## config.mk

```make
export PLATFORM = sky130hd
export DESIGN_NAME = s2c_delay
export DESIGN_NICKNAME = d
export VERILOG_FILES = /design/src/s2c_delay.sv
export SDC_FILE = /design/constraint.sdc
export NUM_CORES = 1
export LEC_CHECK = 0
export ABC_CLOCK_PERIOD_IN_PS = 800
export BUFFER_PORTS_ARGS = -buffer_cell sky130_fd_sc_hd__buf_2
export CAP_MARGIN = 15
export CORE_ASPECT_RATIO = 0.5
export CORE_MARGIN = 3
export CORE_UTILIZATION = 30
export DETAILED_ROUTE_END_ITERATION = 8
export HOLD_SLACK_MARGIN = 0.05
export PLACE_DENSITY = 0.66
export RECOVER_POWER = 25
export SYNTH_ARGS = -nofsm -noshare
export SYNTH_HDL_FRONTEND = slang
export SYNTH_SLANG_ARGS = --single-unit
```

## constraint.sdc

```tcl
create_clock -name i_clk -period 0.8 [get_ports i_clk]
set_input_delay 0 -clock i_clk [delete_from_list [all_inputs] [get_ports i_clk]]
set_output_delay 0 -clock i_clk [all_outputs]
set_load 0.005 [all_outputs]
```

## src/s2c_delay.sv

```systemverilog
module s2c_delay #(
    parameter int W = 32,
    parameter int D = 1
) (
    input  logic                i_clk,
    input  logic                i_en,
    input  logic signed [W-1:0] i_d,
    output logic signed [W-1:0] o_q
);

    logic signed [W-1:0] r_q [D];

    always_ff @(posedge i_clk) begin
        if (i_en) begin
            r_q[0] <= i_d;
            for (int k = 1; k < D; k++) begin
                r_q[k] <= r_q[k-1];
            end
        end
    end

    assign o_q = r_q[D-1];

endmodule

```

==> metrics.csv <==
metric,value,unit
grt_overflow,0,
viasPerCell,3.92,
hold_violations,0,
ys_seq_area_frac,1.00,
rsz0062_at_grt,true,
critical_path_required,0.80,ns
fin_crit_sh,0.983,
nets,171,
cts_sinks,32,
endpoint,o_q[1],
initial_core_util,0.341,
wl_per_cell,13.0,um
clk_pin_slew_worst_paths,0.06,ns
p_leak,0.743,nW
ant_nets,0,
drv_slew,0,
diodes,0,
coreArea,2810,um^2
routed_wl,2.23,mm
fmax,1270,MHz
antenna_found_initial,0,
syn_to_final_growth,79.9,%
clock_path_buffers,2,
num_vias,675,
synth.net_count,66,
syn_inst,32,
die_y,46.0,um
ys_types,1,
portBuffers,65,
stdcell_area,1730,um^2
pin_count,66,
top_regs,r_q x32,
final.setup.worst_slack,0.0138,ns
finalSetupViolCount,0,
drive_gt1_frac,0.526,
postSynthAreaPerCell,30.0,um^2
relSlewSlack,0.711,
cp_num_buf_inv,1,
final_util,0.614,
tightest_slew,0.433,ns
nMultiInputCombCells,0,
regMostFlops,r_q,
dieArea,3960,um^2
multi_input_area,0,um^2
crit_type,reg2out,
grt_max_degree,33,
cap_viol_max_count,0,
crit_start,r_q[0][1],
ir_worst_vdd,980,uV
drt_iter0_drc,8,
cts_tree,yes,
crit_cells,1,
crit_arrival,0.79,ns
status,completed,
crit_chain,buf_2,
cp-start-kind,flip-flop,
crit_slowest_cell,edfxtp_1,
grt_first_pass_wirelength,3.50,mm
placementRows,13,
drtPass1Iterations,4,
path_delay_family,flip-flops,
cts_htree_levels,2,
drc,0,
place_area,1350,um^2
die_x,86.0,um
finalCriticalPeriod,0.786,ns
largest_reg_flops,32,
pre_cts_slack,0.170,ns
ys_ff_latch,32,
grt_usage,0.125,
pwr_density_cell,1990,nW/um^2
routabilityCongestion,0.679,
nFillCells,223,
grt_pass1_vias,710,
hold_class,in2reg,
numCtsBuffers,5,
syn_area,961,um^2
cts-root-buf,clkbuf_8,
end_kind,output port,
cts-resized-gates,0,
max_stage_delay,0.38,ns
critPathMaxFanout,1,
yosysWarnings,0,
==> synth_stat cells <==
cell type  count  area share
edfxtp_1      32         1.0
==> layer usage <==
| layer | part of all wire | wire length [um] | up-vias | track usage |
|---|---|---|---|---|
| met5 | 0 | 0 | - | 0 |
| met4 | 0.016 | 35 | 0 | 0.0599 |
| met3 | 0.079 | 176 | 4 | 0.0596 |
| met2 | 0.54 | 1210 | 29 | 0.214 |
| met1 | 0.36 | 806 | 307 | 0.136 |
| li1 | - | - | 335 | - |
==> logic make-up after synthesis <==
family | after synthesis | share of synthesized area
flops | 32 | 1.00
==> cell usage in the layout (no fill, tap or decap) <==
| cell type | count |
|---|---|
| clkbuf_4 | 1 |
| clkbuf_8 | 5 |
| edfxtp_1 | 32 |
| buf_2 | 65 |
| dlygate4sd3_1 | 32 |
==> how the worst min path moves through the flow <==
stage                     slack, ns   start  cells past startpoint    endpoint
after floorplan                 0.1  i_d[0]                      0   r_q[0][0]
after global placement         0.18  i_d[5]                      1   r_q[0][5]
after detailed placement       0.18  i_d[6]                      1   r_q[0][6]
after CTS                      0.18    i_en                      2  r_q[0][21]
after global routing           0.41    i_en                      2  r_q[0][21]
final                          0.38    i_en                      2  r_q[0][21]
==> power by group <==
part	internal [mW]	switching, mW	total (mW)
combinational	0.240	0.134	0.374
sequential	1.99	0.0296	2.02
clock	0.558	0.485	1.04
total	2.79	0.649	3.44
==> what timing repair did <==
action / in CTS / in global routing
setup buffers: 0 / 0
setup endpoints to repair: 0 / 12
hold buffers: 32 / 0
hold endpoints to repair: 32 / 0
==> layout make-up <==
class | instances | area (um^2) | share of cell area
Timing Repair Buffer | 98 | 653 | 0.378
Clock buffer | 5 | 68.8 | 0.0398
Tap cell | 37 | 46.3 | 0.0268
Sequential cell | 32 | 961 | 0.556
==> metrics by stage <==
| stage | setup TNS, ns | cells | power [mW] | hold WS (ns) |
|---|---|---|---|---|
| floorplan | 0 | 32 | 2.08 | 0.0989 |
| CTS | 0 | 172 | 3.51 | 0.183 |
| global route | -0.220 | 172 | 3.63 | 0.406 |
| global placement | 0 | 135 | 2.31 | 0.177 |
| finish | 0 | 172 | 3.44 | 0.382 |
| detailed placement | 0 | 135 | 2.32 | 0.179 |
Note: power is estimated with default switching activity, not from simulation.
