`src/s2c_mulr.sv`:
```
// Signed multiply, scaled down by 2^SHIFT with rounding half away from zero.
// Four stages: magnitudes, two partial products, sum and round, sign.
module s2c_mulr #(
    parameter int WA    = 32,
    parameter int WB    = 32,
    parameter int SHIFT = 30,
    parameter int WO    = 34
) (
    input  logic                 i_clk,
    input  logic                 i_en,
    input  logic signed [WA-1:0] i_a,
    input  logic signed [WB-1:0] i_b,
    output logic signed [WO-1:0] o_p
);

    localparam int LO = WA / 2;
    localparam int HI = WA - LO;
    localparam int PW = WA + WB;
    localparam logic [PW-1:0] Rnd = PW'(1) << (SHIFT - 1);

    logic [WA-1:0]    n_am, r_am;
    logic [WB-1:0]    n_bm, r_bm;
    logic [LO+WB-1:0] r_pl;
    logic [HI+WB-1:0] r_ph;
    logic [PW-1:0]    n_sum, r_mag;
    logic             r_neg1, r_neg2, r_neg3;
    logic signed [WO-1:0] r_p;

    always_comb begin
        n_am  = i_a[WA-1] ? WA'(-i_a) : WA'(i_a);
        n_bm  = i_b[WB-1] ? WB'(-i_b) : WB'(i_b);
        n_sum = (PW'(r_ph) << LO) + PW'(r_pl) + Rnd;
    end

    always_ff @(posedge i_clk) begin
        if (i_en) begin
            r_am   <= n_am;
            r_bm   <= n_bm;
            r_neg1 <= i_a[WA-1] ^ i_b[WB-1];
            r_pl   <= (LO+WB)'(r_am[LO-1:0]) * (LO+WB)'(r_bm);
            r_ph   <= (HI+WB)'(r_am[WA-1:LO]) * (HI+WB)'(r_bm);
            r_neg2 <= r_neg1;
            r_mag  <= n_sum >> SHIFT;
            r_neg3 <= r_neg2;
            r_p    <= r_neg3 ? WO'(-r_mag) : WO'(r_mag);
        end
    end

    assign o_p = r_p;

endmodule

```
`config.mk`:
```
export PLATFORM = sky130hd
export DESIGN_NAME = s2c_mulr
export DESIGN_NICKNAME = d
export VERILOG_FILES = /design/src/s2c_mulr.sv
export SDC_FILE = /design/constraint.sdc
export NUM_CORES = 2
export LEC_CHECK = 0
export BUFFER_PORTS_ARGS = -buffer_cell sky130_fd_sc_hd__buf_4
export CORE_MARGIN = 2
export CORE_UTILIZATION = 61
export DETAILED_ROUTE_END_ITERATION = 6
export GPL_ROUTABILITY_DRIVEN = 0
export GPL_TIMING_DRIVEN = 0
export PLACE_DENSITY = 0.79
export REMOVE_ABC_BUFFERS = 1
export SYNTH_ARGS = -nofsm -noshare
export SYNTH_HDL_FRONTEND = slang
export SYNTH_SLANG_ARGS = --single-unit
```
`constraint.sdc`:
```
create_clock -name i_clk -period 15.85 [get_ports i_clk]
set_input_delay 4.755 -clock i_clk [delete_from_list [all_inputs] [get_ports i_clk]]
set_output_delay 4.755 -clock i_clk [all_outputs]
set_load 0.05 [all_outputs]
```
==> metrics.md <==
| Metric | Value |
|---|---|
| Num ports | `100` |
| Longest Clk Path Bufs | `3` |
| Post-layout util | `66.21%` |
| Shortest period the worst path allows | `around 8.4 ns` |
| H-tree levels | `1` |
| DR vias | `29.98k` |
| Clock transition at path regs | `0.06 ns` |
| DRT Wirelength | `99380 um` |
| Ys Warns | `0` |
| Ratio of cells with drive above 1 in the final layout | `between 4 and 5%` |
| First-pass GRT wire length | `approximately 160000 um` |
| Mean Syn Cell Area | `~9.6 um^2` |
| Pre-CTS setup slack | `7.554 ns` |
| Top FF cell, synth | `edfxtp_1` |
| Slew margin rel. | `-4.042%` |
| Status | `complete, but fails checks` |
| Multi-input logic area | `31000 um^2` |
| Sinks on Clock Net | `~220` |
| Netlist cell types | `62` |
| Final setup violation count | `0` |
| Final WS setup | `approximately 7.4 ns` |
| DIE AREA | `70410 um^2` |
| DP HPWL | `70410 um` |
| Violated checks | `capacitance limit, slew limit` |
| Total global-route track usage | `29.34%` |
| Ys async rst share | `0%` |
| Startpoint Class | `register` |
| Post-synthesis sequential area ratio | `15.50%` |
| Area leader, netlist | `fa_1` |
| Req. time, crit path | `16.12 ns` |
| WP data arrival | `8.71 ns` |
| Worst-skew pair later-pin latency | `about 0.57 ns` |
| Remaining antenna violation count | `0` |
| Port bufs | `slightly below 100` |
| CP endpoint kind | `register` |
| Post-cts resize count | `0` |
| Post-synthesis instance total | `4353` |
| DR iter-0 viols | `2178` |
| Die Y | `between 200 and 300 um` |
| Register Area | `about 6500 um^2` |
| R2r setup slk | `7.41 ns` |
| CTS buffer count | `24` |
| WL/cell | `19.10 um` |
| Unrepaired setup endpoints after global routing | `false` |
| Postcts setup bufs | `0` |
| Most common cell in the netlist | `inv_1` |
| EDFF count, synth | `215` |
| Clk root buf | `clkbuf_16` |
| Setup CP Type | `reg2reg` |
| Initial antenna violation count | `0` |
| Pre-Repair DR Iteration Count | `5` |
| # Max-Cap Violations | `2` |
| Core Region | `slightly below 70000 um^2` |
| Max Clock Skew | `0.04599 ns` |
| Hold-fix buffers at CTS | `0` |
| Synth top area share | `40.12%` |
| Nets | `5514` |
| Slew @ Worst Pin | `1.561 ns` |
| Final TNS setup | `0 ns` |
| Vias per std cell | `5.762` |
| Final hold violation count | `0` |
| Number of global-route vias before repair | `approximately 33k` |
| Hold WC Path Type | `reg2reg` |
| Row count | `95` |
| Area delta synth->final | `7.090%` |
| Die W | `265.4 um` |
| Mapped Area | `41670 um^2` |
| Final critical-path share of the clock period | `53.26%` |
| CTS tree | `built` |
| Fmax | `around 0.12 GHz` |
| Synth top cells by count | `inv_1, fa_1, nand2_1` |
| Gr ovfl total | `0` |
| Worst hold slack | `0.4199 ns` |
| Largest net degree at the start of global routing | `between 100 and 150` |
| Starting Density | `61.82%` |
| Slew Limit Fails | `66` |
| Register bit total from synthesis | `roughly 220` |
| Synth area leaders | `fa_1, edfxtp_1, ha_1` |
| # DRC | `0` |
| Crit-path max FO | `32` |
| Filler instances | `~5.1k` |
==> flip-flops by register name, summed over array words and instances (netlist names) <==
register	flops
r_ph	48
o_p	34
r_mag	34
r_am	32
r_bm	32
r_pl	32
r_neg1	1
r_neg2	1
r_neg3	1
==> cell usage in the layout (no fill, tap or decap), types with 40 or more instances in the layout <==
cell type | synthesis | final
fa_1 | 835 | 835
a21o_1 | 54 | 54
buf_16 | 0 | 40
xnor2_1 | 158 | 158
edfxtp_1 | 215 | 215
nand2_1 | 679 | 679
inv_1 | 915 | 915
ha_1 | 302 | 302
o21ai_0 | 82 | 82
and2_1 | 434 | 434
a21oi_1 | 87 | 87
buf_4 | 0 | 98
nor2_1 | 65 | 65
==> per-layer routing <==
layer / GRT usage [%] / share of wire [%] / up-vias
met1: 36.68 / 37 / 15200
met3: 4.370 / 8.0 / 320
met5: 0 / 0 / -
met2: 50.79 / 50 / 1344
li1: - / - / 13115
met4: 13.07 / 5.1 / 0
==> cells by family after synthesis <==
family                   after synthesis  synth area share, %
AO/OA/AOI/OAI                        352                5.492
XOR/XNOR                             197                4.141
adder cells (fa/ha/maj)             1137                49.19
buffers and inverters               1122                10.11
flip-flops                           215                15.50
AND/OR/NAND/NOR                     1330                15.58
==> final timing paths <==
kind | startpoint | to | cells after the start
min reg2reg | r_neg2$_DFFE_PP_ | r_neg3$_DFFE_PP_ | 0
max | r_bm[6]$_DFFE_PP_ | r_ph[41]$_DFFE_PP_ | 23
max reg2reg | r_bm[6]$_DFFE_PP_ | r_ph[41]$_DFFE_PP_ | 23
min | r_neg2$_DFFE_PP_ | r_neg3$_DFFE_PP_ | 0
==> worst max-delay path: stages (launching register included) <==
cell and delay, ns:
edfxtp_1 1.40, nand2_1 0.20, fa_1 0.57, inv_1 0.05, fa_1 0.51, inv_1 0.06
fa_1 0.52, inv_1 0.05, fa_1 0.45, fa_1 0.49, inv_1 0.05, fa_1 0.48
inv_1 0.05, ha_1 0.50, nand2_1 0.12, o21ai_0 0.30, o21ai_0 0.15, a21oi_1 0.62
o311ai_0 0.41, a31oi_1 0.39, a221oi_1 0.20, o21ba_2 0.24, o21ai_0 0.22, xor2_1 0.10
==> cell type report <==
type | count | area share, %
antenna | 1 | 0.005608
clock buffer | 27 | 1.419
clock inverter | 17 | 0.3393
inverter | 915 | 7.697
multi-input combinational | 3016 | 69.47
sequential | 215 | 14.47
tap | 873 | 2.448
timing repair buffer | 139 | 4.150
==> through the flow <==
step                cell area (um^2)  std cells
floorplan                      40890       4146
global placement               42720       5118
detailed placement             42870       5123
CTS                            43650       5167
global route                   44620       5202
finish                         44620       5203
Power is not shown: default switching activity piles up to over one toggle a cycle in this logic, so the estimate is an artifact.
